===== config.mk =====
export PLATFORM = sky130hd
export DESIGN_NAME = mbd_outq
export DESIGN_NICKNAME = d
export VERILOG_FILES = /design/src/hdl/mipmap_box_downsample_core_macros.svh /design/src/hdl/mbd_pkg.sv /design/src/hdl/mbd_outq.sv
export SDC_FILE = /design/constraint.sdc
export NUM_CORES = 1
export LEC_CHECK = 0
export ABC_AREA = 1
export BUFFER_PORTS_ARGS = -buffer_cell sky130_fd_sc_hd__buf_4
export CAP_MARGIN = 30
export CORE_MARGIN = 4
export CORE_UTILIZATION = 53
export CTS_CLUSTER_DIAMETER = 50
export DETAILED_ROUTE_END_ITERATION = 6
export PLACE_DENSITY = 0.73
export SLEW_MARGIN = 20
export SYNTH_ARGS = -nofsm -noshare
export SYNTH_HDL_FRONTEND = slang
export SYNTH_SLANG_ARGS = --single-unit

===== constraint.sdc =====
create_clock -name clk_i -period 3.9 [get_ports clk_i]
set_clock_uncertainty 0.2 [all_clocks]
set_input_delay 0.195 -clock clk_i [delete_from_list [all_inputs] [get_ports clk_i]]
set_output_delay 0.195 -clock clk_i [all_outputs]
set_load 0.02 [all_outputs]

===== src/hdl/mipmap_box_downsample_core_macros.svh =====
// ----------------------------------------------------------------------------
// mipmap_box_downsample_core_macros.svh
// Assertion macros for the mipmap box downsample core; empty for synthesis.
// ----------------------------------------------------------------------------
`ifndef MIPMAP_BOX_DOWNSAMPLE_CORE_MACROS_SVH
`define MIPMAP_BOX_DOWNSAMPLE_CORE_MACROS_SVH

`ifndef SYNTHESIS
`define MBD_ASSERT(lbl, prop) \
  lbl: assert property (@(posedge clk_i) disable iff (!rst_ni) prop) \
    else $error("mbd assertion failed");
`define MBD_ASSERT_NEVER(lbl, expr) \
  lbl: assert property (@(posedge clk_i) disable iff (!rst_ni) !(expr)) \
    else $error("mbd forbidden condition");
`else
`define MBD_ASSERT(lbl, prop)
`define MBD_ASSERT_NEVER(lbl, expr)
`endif

`endif


===== src/hdl/mbd_pkg.sv =====
// ----------------------------------------------------------------------------
// mbd_pkg
// Shared types, constants, byte-lane average and format mask for the mipmap downsampler.
// ----------------------------------------------------------------------------
`default_nettype none

package mbd_pkg;

  localparam int unsigned MAX_SOURCE_WIDTH_DEF = 4096;
  localparam int unsigned MAX_SOURCE_HEIGHT    = 4096;
  localparam int unsigned HEIGHT_W             = 13;
  localparam int unsigned ROW_W                = 12;
  localparam int unsigned CFG_DATA_W           = 13;
  localparam int unsigned CFG_INDEX_W          = 2;
  localparam int unsigned PIXEL_W              = 32;
  localparam int unsigned OUTQ_DEPTH           = 3;

  localparam logic [PIXEL_W-1:0] LANE_MASK = 32'hFEFE_FEFE;

  localparam logic [CFG_INDEX_W-1:0] CFG_SOURCE_WIDTH  = 2'd0;
  localparam logic [CFG_INDEX_W-1:0] CFG_SOURCE_HEIGHT = 2'd1;
  localparam logic [CFG_INDEX_W-1:0] CFG_PIXEL_FORMAT  = 2'd2;

  localparam logic [1:0] FMT_L8       = 2'd0;
  localparam logic [1:0] FMT_A8L8     = 2'd1;
  localparam logic [1:0] FMT_ARGB8888 = 2'd2;

  typedef struct packed {
    logic [PIXEL_W-1:0] pixel;
    logic               last;
  } result_t;

  function automatic logic [PIXEL_W-1:0] lane_avg(input logic [PIXEL_W-1:0] a,
                                                  input logic [PIXEL_W-1:0] b);
    lane_avg = (((a ^ b) & LANE_MASK) >> 1) + (a & b);
  endfunction

  function automatic logic [PIXEL_W-1:0] fmt_mask(input logic [1:0] fmt);
    logic [PIXEL_W-1:0] m;
    unique case (fmt)
      FMT_L8:   m = 32'h0000_00FF;
      FMT_A8L8: m = 32'h0000_FFFF;
      default:  m = 32'hFFFF_FFFF;
    endcase
    fmt_mask = m;
  endfunction

endpackage

`default_nettype wire


===== src/hdl/mbd_outq.sv =====
// ----------------------------------------------------------------------------
// mbd_outq
// Small result queue decoupling the filter pipeline from output back-pressure.
// ----------------------------------------------------------------------------
`default_nettype none

module mbd_outq (
  input  wire logic            clk_i,
  input  wire logic            rst_ni,
  input  wire logic            push_i,
  input  wire mbd_pkg::result_t push_data_i,
  output logic                 valid_o,
  input  wire logic            ready_i,
  output mbd_pkg::result_t     data_o,
  output logic [1:0]           count_o
);

  localparam logic [1:0] LAST_SLOT = 2'(mbd_pkg::OUTQ_DEPTH - 1);

  mbd_pkg::result_t slot_q [mbd_pkg::OUTQ_DEPTH];
  logic [1:0] wr_ptr_q, wr_ptr_d;
  logic [1:0] rd_ptr_q, rd_ptr_d;
  logic [1:0] count_q, count_d;
  logic       pop;

  assign valid_o = (count_q != 2'd0);
  assign pop     = valid_o && ready_i;
  assign data_o  = slot_q[rd_ptr_q];
  assign count_o = count_q;

  always_comb begin
    wr_ptr_d = wr_ptr_q;
    rd_ptr_d = rd_ptr_q;
    count_d  = count_q;
    if (push_i) begin
      wr_ptr_d = (wr_ptr_q == LAST_SLOT) ? 2'd0 : wr_ptr_q + 2'd1;
    end
    if (pop) begin
      rd_ptr_d = (rd_ptr_q == LAST_SLOT) ? 2'd0 : rd_ptr_q + 2'd1;
    end
    unique case ({push_i, pop})
      2'b10:   count_d = count_q + 2'd1;
      2'b01:   count_d = count_q - 2'd1;
      default: count_d = count_q;
    endcase
  end

  always_ff @(posedge clk_i or negedge rst_ni) begin
    if (!rst_ni) begin
      wr_ptr_q <= 2'd0;
      rd_ptr_q <= 2'd0;
      count_q  <= 2'd0;
    end else begin
      wr_ptr_q <= wr_ptr_d;
      rd_ptr_q <= rd_ptr_d;
      count_q  <= count_d;
    end
  end

  always_ff @(posedge clk_i) begin
    if (push_i) begin
      slot_q[wr_ptr_q] <= push_data_i;
    end
  end

endmodule

`default_nettype wire


# --- Word level (Yosys, flattened, before mapping) ---
# Memories as Yosys holds them, arrays and structs flattened.
# Index checks and enable logic that the tools add are counted.
totals:
  mem_count: 1
  output_inout_bits: 36
  word_cells: 20
  inputBits: 37
  ramBits: 99
  reg_bits: 6
mem_list:
  columns: ["memory", "words", "word_bits", "read_ports", "rd_ports_with_merged_regs", "wr", "line_no", "text"]
  rows:
  - ["slot_q", 3, 33, 1, 0, 1, "mbd_outq.sv:20", "mbd_pkg::result_t slot_q [mbd_pkg::OUTQ_DEPTH];"]
classes:
  eq_ne: 4
  muxes: 5
  reduce_logical: 3
  n_addsub: 4
op_table:
  columns: ["cell", "n"]
  rows:
  - ["$add A2 B1 Y2 const B", 3]
  - ["$eq A2 B2 Y1 const B", 3]
  - ["$mux W2", 2]
  - ["$pmux W2 S2", 1]
  - ["$reduce_bool A2 Y1", 2]
  - ["$eq A2 B1 Y1 const B", 1]
  - ["$mux W1", 2]
  - ["$sub A2 B1 Y2 const B", 1]
  - ["$logic_and A1 B1 Y1", 1]

# --- Longest topological paths before layout ---
# Gate-level depths: netlist of the first run.
logic_depth:
  word_depth: 4
  ltp_mapped: 10
  ltp_nobuf: 10

# --- Worst setup path after synthesis of the first run ---
# Ideal clock, no wire load.
synth_timing:
  kind: "register -> register"
  start: "register wr_ptr_q[0]"
  end: "memory slot_q[2][0] (netlist bit) (enable)"
  setup_time_ps: 464
  path_slack_ps: 542
  arrival_ps: 2694
  synth_period_minus_slack_ps: 3358
  stages_incl_launch_ff: 2
  required_time_ps: 3236
  path_buffers: 0
  path_cell_list: "dfrtp_1 -> nor3_1"
synth_rtl:
  columns: ["item", "line_no", "text"]
  rows:
  - ["start, declared", "mbd_outq.sv:21", "logic [1:0] wr_ptr_q, wr_ptr_d;"]
  - ["start signal, assigned", "mbd_outq.sv:54", "wr_ptr_q <= wr_ptr_d;"]
  - ["end, declared", "mbd_outq.sv:20", null]
# Straight into the memory's write port.

==> results of run 1 <==
[layout by cell type (no fill, tap or decap)]
master and count:
ha_1 1, nand4_1 1, buf_4 76, nand3_1 36, xnor2_1 1, inv_6 1
nor3_2 1, bufinv_16 1, clkbuf_8 9, dlygate4sd3_1 37, clkinv_1 1, nand2_1 111
clkinvlp_4 2, dfrtp_1 6, o21ai_0 2, nor2_4 2, edfxtp_1 99, inv_1 10
inv_2 1
[flip-flops by register name, indices dropped and copies added (netlist names)]
register	cells
count_o	2
slot_q	99
wr_ptr_q	2
rd_ptr_q	2
[area by class of cell]
class | instances | share of cell area [%]
Timing Repair Buffer | 113 | 18.54
Sequential cell | 105 | 61.55
Inverter | 11 | 0.8138
Clock inverter | 5 | 1.134
Tap cell | 96 | 2.367
Multi-Input combinational cell | 155 | 13.14
Clock buffer | 9 | 2.441
[worst max-delay path: stages (launching register included)]
cell and delay, ns:
dfrtp_1 0.60, nor2_4 0.78, nand2_1 0.16, nand3_1 0.15, buf_4 0.15
[per-layer routing]
| metal | wire length (um) | GRT usage [%] | vias to the layer above |
|---|---|---|---|
| li1 | - | - | 1199 |
| met1 | 3061 | 21.61 | 1195 |
| met2 | 3989 | 32.04 | 60 |
| met3 | 361 | 3.781 | 8 |
| met4 | 69 | 5.739 | 0 |
| met5 | 0 | 0 | - |
[cell usage after synthesis, drive strengths merged, types with 2 or more instances]
| cell type | instances | area, um^2 |
|---|---|---|
| edfxtp | 99 | 2973 |
| dfrtp | 6 | 150.1 |
| nand3 | 36 | 180.2 |
| inv | 11 | 41.29 |
| clkbuf | 2 | 7.510 |
| nand2 | 111 | 416.7 |
| o21ai | 2 | 10.01 |
| nor2 | 2 | 22.52 |
| buf | 8 | 42.54 |
[per-stage QoR]
stage | utilization, % | total power, W
after floorplan | - | 0.002438
after global placement | 65.12 | 0.003046
after detailed placement | 65.12 | 0.003069
after CTS | 73.06 | 0.003720
after global routing | 73.06 | 0.003895
final | 73.06 | 0.003678
[power by group through the flow]
stage          clock [W]  sequential, W  combinational (W)
6_report        0.000623        0.00154            0.00152
5_1_grt         0.000685        0.00156            0.00165
4_1_cts         0.000640        0.00154            0.00154
3_5_place_dp           0        0.00156            0.00151
3_3_place_gp           0        0.00155            0.00149
2_1_floorplan          0        0.00154           0.000899
[cell families after synthesis]
logic type	count (synthesis)	synth area share, %
buffers and inverters	21	2.356
flip-flops	105	80.57
adder cells (fa/ha/maj)	1	0.3227
AO/OA/AOI/OAI	2	0.2582
XOR/XNOR	1	0.2260
AND/OR/NAND/NOR	151	16.27
[repair_timing]
action,CTS,global route
setup buffers,0,0
hold buffers,37,0
endpoints found under the hold margin,109,0
[worst max-delay path by stage]
stage	start	end	slack (ns)
2_1_floorplan	wr_ptr_q[0]$_DFFE_PN0P_	slot_q[2][0]$_DFFE_PP_	0.54
3_3_place_gp	rd_ptr_q[1]$_DFFE_PN0P_	data_o[3]	1.68
3_5_place_dp	rd_ptr_q[1]$_DFFE_PN0P_	data_o[3]	1.71
4_1_cts	rd_ptr_q[1]$_DFFE_PN0P_	data_o[25]	1.31
5_1_grt	rd_ptr_q[1]$_DFFE_PN0P_	data_o[3]	1.13
6_report	rd_ptr_q[1]$_DFFE_PN0P_	data_o[9]	1.34
==> flow_summary.toml, run 1 <==
[setup_path]
path_class = "register to output pin"
timing.rr.start = "wr_ptr_q[1]$_DFFE_PN0P_"
cp_data_required_time_ns = 3.50
cp_data_arrival_time_ns = 2.17
r2r-end = "slot_q[0][11]$_DFFE_PP_"
cp-end-kind = "output pin"
reg2reg_depth = 4
cp_max_fo = 34
cp-start-kind = "register"
reg2reg_slack_ns = 1.81

[timing]
hold_slack_ns = 0.3185
max_freq_ghz = 0.3901
fin_tns_setup_ns = 0
period_share_pct = 65.73
setup_viol = 0
drv_slew = 0
rsz0062_at_grt = "false"
tightestPinTransition_ns = 0.8630
setup_ws_ns = 1.337
relSlewSlack_pct = 42.33
fin_crit_ns = 2.563
hold_viol = 0

[final_layout]
syn_to_final_growth_pct = 30.89
layout.nets = 433
drive_gt1_share_pct = 23.37
nFillCells = 451
stdcell_count = 494
multi_input_area_um2 = 666.9
regArea_mm2 = 0.003123
design_area_mm2 = 0.005074
antennaDiodeCount = 0

[clock_tree]
cts_resized = 0
clkSlewWorstSetupHoldPaths_ns = 0.09
clock-sinks = 105
cts_max_level = 3
cts_tree = "built"
clk_latency_ns = 0.34
clockBufferDepth = 2
clockRootBuffer = "clkbuf_8"
cts_buffers = 9

[synth]
synth_edf_count = 99
ys_types = 15
syn-cell-area_mm2 = 0.003876
yosys_warnings = 0
syn_avg_cell_area_um2 = 13.79
postSynth.asyncResetShare_pct = 5.714
synthesis.nets = 319
ys_seq_elements = 105
ys.flop_type = "edfxtp_1"
synth_seq_area_share_pct = 80.57
syn_inst = 281

[die]
dieArea_mm2 = 0.008746
fp.dieW_um = 93.52
core_mm2 = 0.006944
io_pins = 73
initial_core_util_pct = 55.82
dieHeight_um = 93.52
num_rows = 30

[place]
placed_area_mm2 = 0.004522
numPortBuffers = 72
place_inst = 443
place_congestion = 0.7397
dpl.hpwl_mm = 4.373
pre_cts_ws_ns = 1.708

[pwr]
power.leakage_nw = 2.001
powerDensity_mw_per_mm2 = 725.0
p_int_w = 0.002299
swShare_pct = 37.49
p_sw_w = 0.001379
p_clk_share_pct = 16.9
vdd_drop_max_v = 0.0004081
combPwrFrac_pct = 41.3
power_frac_seq_pct = 41.8

[status]
status = "finished clean"

[min_path]
min_from = "count_o[1]$_DFFE_PN0P_"
worstHoldPathCells = 2
min_path_type = "register to register"
hold_end = "count_o[1]$_DFFE_PN0P_"

[detailed_routing]
detail_route.first_pass.iterations = 4
drt_wl_total_mm = 7.481
wire_per_inst_um = 15.14
drt-initial-drc-count = 73
via_count = 2462
drc = 0
postRouteAntennaNets = 0
vias_per_cell = 4.984

[global_routing]
grt_pass1_wl_mm = 11.90
grt.total_usage_pct = 17.93
grt_pass1_vias = 2514
grt_max_degree = 35
overflow = 0
antenna_found_initial = 0

[job]
drv_cap = 0
Note: power is estimated with default switching activity, not from simulation.
==> run 2, diff against run 1 <==
--- a/config.mk
+++ b/config.mk
@@ -9,10 +9,10 @@
 export BUFFER_PORTS_ARGS = -buffer_cell sky130_fd_sc_hd__buf_4
 export CAP_MARGIN = 30
 export CORE_MARGIN = 4
-export CORE_UTILIZATION = 53
+export CORE_UTILIZATION = 49
 export CTS_CLUSTER_DIAMETER = 50
 export DETAILED_ROUTE_END_ITERATION = 6
-export PLACE_DENSITY = 0.73
+export PLACE_DENSITY = 0.71
 export SLEW_MARGIN = 20
 export SYNTH_ARGS = -nofsm -noshare
 export SYNTH_HDL_FRONTEND = slang
==> constraint.sdc (replaced) <==
create_clock -name clk_i -period 2.2 [get_ports clk_i]
set_clock_uncertainty 0.2 [all_clocks]
set_input_delay 0.11 -clock clk_i [delete_from_list [all_inputs] [get_ports clk_i]]
set_output_delay 0.11 -clock clk_i [all_outputs]
set_load 0.02 [all_outputs]
==> flow_summary.toml, run 2 (synthesized netlist as in run 1, its figures left out) <==
[clock_tree]
cts_buffers = 9
clk_latency_ns = 0.35
clock-sinks = 105
cts_tree = "built"
clockRootBuffer = "clkbuf_8"
cts_max_level = 3
clkSlewWorstSetupHoldPaths_ns = 0.10
clockBufferDepth = 2

[timing]
setup_viol = 0
relSlewSlack_pct = 74.80
tightestPinTransition_ns = 0.3780
drv_slew = 0
rsz0062_at_grt = "false"
fin_tns_setup_ns = 0
max_freq_ghz = 0.5059
period_share_pct = 89.84
setup_ws_ns = 0.2235
hold_viol = 0
fin_crit_ns = 1.977

[pwr]
combPwrFrac_pct = 43.0
finalPower_w = 0.006612
p_sw_w = 0.002519
p_int_w = 0.004092
vdd_drop_max_v = 0.0006690
power.leakage_nw = 2.047
swShare_pct = 38.11
p_clk_share_pct = 16.1
power_frac_seq_pct = 40.8
powerDensity_mw_per_mm2 = 1283

[die]
num_rows = 32
initial_core_util_pct = 50.16
dieArea_mm2 = 0.009397
fp.dieW_um = 96.94
core_mm2 = 0.007727
io_pins = 73
dieHeight_um = 96.94

[min_path]
min_from = "push_data_i[31]"
min_path_type = "input port to register"

[final_layout]
regArea_mm2 = 0.003123
syn_to_final_growth_pct = 32.96
antennaDiodeCount = 0
final_common_cell = "nand2_1"
layout_common_cells = "nand2_1, edfxtp_1, buf_4"
drive_gt1_share_pct = 24.88
largest_reg_flops = 99
multi_input_area_um2 = 673.1
nFillCells = 568
regMostFlops = "slot_q"
layout.nets = 439
final_util_pct = 66.69

[global_routing]
antenna_found_initial = 0
overflow = 0
grt_pass1_wl_mm = 12.43
grt_max_degree = 26
grt_pass1_vias = 2586
grt.total_usage_pct = 16.78

[detailed_routing]
detail_route.first_pass.iterations = 4
via_count = 2476
drc = 0
drt-initial-drc-count = 157
wire_per_inst_um = 14.96
vias_per_cell = 4.874
postRouteAntennaNets = 0
drt_wl_total_mm = 7.601

[setup_path]
cp_max_fo = 25
max_stage_delay_ns = 0.47
crit_chain = "nor2_4 -> buf_12 -> nand2_1 -> nand3_1 -> buf_4"
cp-start-kind = "register"
critPathBufInv = 2
startpoint = "rd_ptr_q[1]$_DFFE_PN0P_"
cp_data_required_time_ns = 1.89
cp-end-kind = "output pin"
cp_top_family = "flip-flops"
slowest_stage = "dfrtp_1"
path_class = "register to output pin"
cp_data_arrival_time_ns = 1.67
timing.rr.start = "count_o[0]$_DFFE_PN0P_"

[place]
dpl.hpwl_mm = 4.945
numPortBuffers = 72
pre_cts_ws_ns = 0.5433
place_congestion = 0.7259

[job]
drv_cap = 0

[status]
status = "finished clean"
-- run 2: metrics by stage --
step	std cells	cell area [um^2]	hold slack, ns
after global placement	455	4606	-0.2774
after CTS	508	5154	0.2534
after detailed placement	455	4606	-0.2781
after global routing	508	5154	0.2743
final	508	5154	0.2764
after floorplan	281	3887	-0.3856
-- run 2: repair_timing --
| action | in CTS | in global routing |
|---|---|---|
| endpoints found under the setup margin | 0 | 0 |
| hold buffers | 37 | 0 |
| setup buffers | 0 | 0 |
| endpoints found under the hold margin | 109 | 0 |
| gates resized for setup | 0 | 0 |
-- run 2: final timing paths --
kind	depth (start not counted)	endpoint	slack, ns
max	5	data_o[26]	0.22
min	2	slot_q[2][31]$_DFFE_PP_	0.28
max reg2reg	9	count_o[1]$_DFFE_PN0P_	0.51
min reg2reg	2	count_o[1]$_DFFE_PN0P_	0.33
max in group asynchronous	3	count_o[1]$_DFFE_PN0P_	1.10
min in group asynchronous	3	wr_ptr_q[0]$_DFFE_PN0P_	0.49
-- run 2: power by group through the flow --
stage	clock (W)	sequential, W	combinational [W]
5_1_grt	0.00117	0.00273	0.00311
2_1_floorplan	0	0.00273	0.00160
4_1_cts	0.00110	0.00270	0.00290
3_5_place_dp	0	0.00275	0.00284
3_3_place_gp	0	0.00273	0.00281
6_report	0.00107	0.00270	0.00285
-- run 2: routing by layer --
layer | vias to the layer above | wire [um] | global-route usage, %
li1 | 1215 | - | -
met1 | 1189 | 3110 | 20.63
met2 | 64 | 4072 | 29.46
met3 | 8 | 317 | 3.028
met4 | 0 | 101 | 6.371
met5 | - | 0 | 0
-- run 2: final cells by class --
cell class / count / area share (%)
clock buffer: 9 / 2.404
inverter: 11 / 0.8012
timing repair buffer: 119 / 19.62
clock inverter: 7 / 1.044
multi-input combinational: 155 / 13.06
sequential: 105 / 60.60
tap: 102 / 2.476
==> run 3, diff against run 2 <==
--- a/config.mk
+++ b/config.mk
@@ -9,11 +9,10 @@
 export BUFFER_PORTS_ARGS = -buffer_cell sky130_fd_sc_hd__buf_4
 export CAP_MARGIN = 30
 export CORE_MARGIN = 4
-export CORE_UTILIZATION = 49
+export CORE_UTILIZATION = 45
 export CTS_CLUSTER_DIAMETER = 50
 export DETAILED_ROUTE_END_ITERATION = 6
-export PLACE_DENSITY = 0.71
-export SLEW_MARGIN = 20
+export PLACE_DENSITY = 0.65
 export SYNTH_ARGS = -nofsm -noshare
 export SYNTH_HDL_FRONTEND = slang
 export SYNTH_SLANG_ARGS = --single-unit
==> flow_summary.toml, run 3 (synthesized netlist as in run 1, its figures left out) <==
[status]
status = "finished clean"

[final_layout]
antennaDiodeCount = 0
final_common_cell = "nand2_1"
final_util_pct = 62.05
multi_input_area_um2 = 673.1
regMostFlops = "slot_q"
layout.nets = 439
layout_common_cells = "nand2_1, edfxtp_1, buf_4"
largest_reg_flops = 99
nFillCells = 625
syn_to_final_growth_pct = 32.86
design_area_mm2 = 0.005150
drive_gt1_share_pct = 24.63
regArea_mm2 = 0.003123

[clock_tree]
clock-sinks = 105
cts_buffers = 9
cts_tree = "built"
clockBufferDepth = 2
clk_latency_ns = 0.35
clockRootBuffer = "clkbuf_8"
clkSlewWorstSetupHoldPaths_ns = 0.09
cts_resized = 0
cts_setup_buffers = 0
hold_buffers = 37
cts_max_level = 3

[pwr]
powerDensity_mw_per_mm2 = 1270
p_int_w = 0.004064
swShare_pct = 37.89
power_frac_seq_pct = 41.1
power.leakage_nw = 2.027
p_sw_w = 0.002479
vdd_drop_max_v = 0.0005829
combPwrFrac_pct = 43.2
finalPower_w = 0.006543
p_clk_share_pct = 15.7

[detailed_routing]
drt_wl_total_mm = 7.351
via_count = 2459
drc = 0
wire_per_inst_um = 14.39
detail_route.first_pass.iterations = 4
postRouteAntennaNets = 0
drt-initial-drc-count = 116
vias_per_cell = 4.812

[setup_path]
cp_max_fo = 20
cp-end-kind = "output pin"
path_class = "register to output pin"
startpoint = "rd_ptr_q[1]$_DFFE_PN0P_"
r2r-end = "slot_q[0][17]$_DFFE_PP_"
crit_top_cell = "buf_4"
crit_chain = "nor2_4 -> buf_4 -> nand2_1 -> nand3_1 -> buf_4"
cp-start-kind = "register"
max_stage_delay_ns = 0.46
cp_data_arrival_time_ns = 1.57
timing.rr.start = "wr_ptr_q[0]$_DFFE_PN0P_"
slowest_stage = "dfrtp_1"
reg2reg_slack_ns = 0.48
reg2reg_depth = 4
crit_path_end = "data_o[20]"
cp_data_required_time_ns = 1.89

[timing]
rsz0062_at_grt = "false"
max_freq_ghz = 0.5330
drv_slew = 0
setup_viol = 0
period_share_pct = 85.28
fin_crit_ns = 1.876
tightestPinTransition_ns = 0.4047
fin_tns_setup_ns = 0
relSlewSlack_pct = 72.85
hold_viol = 0

[global_routing]
grt.total_usage_pct = 15.17
grt_busiest_layer = "met2"
overflow = 0
grt_max_degree = 25
grt_pass1_vias = 2374
use_met2_pct = 25.01
grtUsageMet1_pct = 19.68
grt_pass1_wl_mm = 11.63
met3_usage_pct = 2.976
antenna_found_initial = 0

[place]
place_congestion = 0.7054
dpl.hpwl_mm = 4.686
placed_area_mm2 = 0.004609
numPortBuffers = 72

[die]
io_pins = 73
dieHeight_um = 100.8
dieArea_mm2 = 0.01016
num_rows = 33
initial_core_util_pct = 46.71
fp.dieW_um = 100.8
core_mm2 = 0.008299

[job]
drv_cap = 0

[min_path]
min_from = "push_data_i[24]"
min_path_type = "input port to register"
[run 3: worst min path at each step]
stage,end,slack [ns],depth (start not counted)
floorplan,count_o[0]$_DFFE_PN0P_,-0.39,0
global placement,count_o[0]$_DFFE_PN0P_,-0.28,1
detailed placement,count_o[0]$_DFFE_PN0P_,-0.27,1
CTS,slot_q[1][24]$_DFFE_PP_,0.27,2
global route,slot_q[1][24]$_DFFE_PP_,0.27,2
finish,slot_q[1][24]$_DFFE_PP_,0.28,2
[run 3: layout make-up]
class	instances	area share (%)
Sequential cell	105	60.64
Clock inverter	6	0.8260
Inverter	11	0.8017
Timing Repair Buffer	119	19.63
Clock buffer	10	2.478
Multi-Input combinational cell	155	13.07
Tap cell	105	2.551
[run 3: worst max-delay path: cells and delay by family (launching register included)]
kind,cells,cell delay (ns)
buffers and inverters,2,0.41
flip-flops,1,0.46
AND/OR/NAND/NOR,3,0.33
[run 3: power by group through the flow]
stage	combinational, W	sequential [W]	clock [W]
floorplan	0.00160	0.00273	0
global placement	0.00282	0.00273	0
detailed placement	0.00283	0.00274	0
CTS	0.00289	0.00269	0.00106
global route	0.00310	0.00272	0.00116
finish	0.00283	0.00269	0.00103
[run 3: per-layer routing]
layer  up-vias  wire, um
li1       1209         -
met1      1177      3087
met2        62      3764
met3        11       378
met4         0       119
met5         -         0
[run 3: metrics by stage]
step                      hold slack (ns)  setup WS (ns)  cells
after floorplan                   -0.3856         0.3132    281
after global placement            -0.2773         0.5382    458
after detailed placement          -0.2746         0.5120    458
after CTS                          0.2656         0.2850    511
after global routing               0.2745         0.1587    511
final                              0.2826         0.3238    511
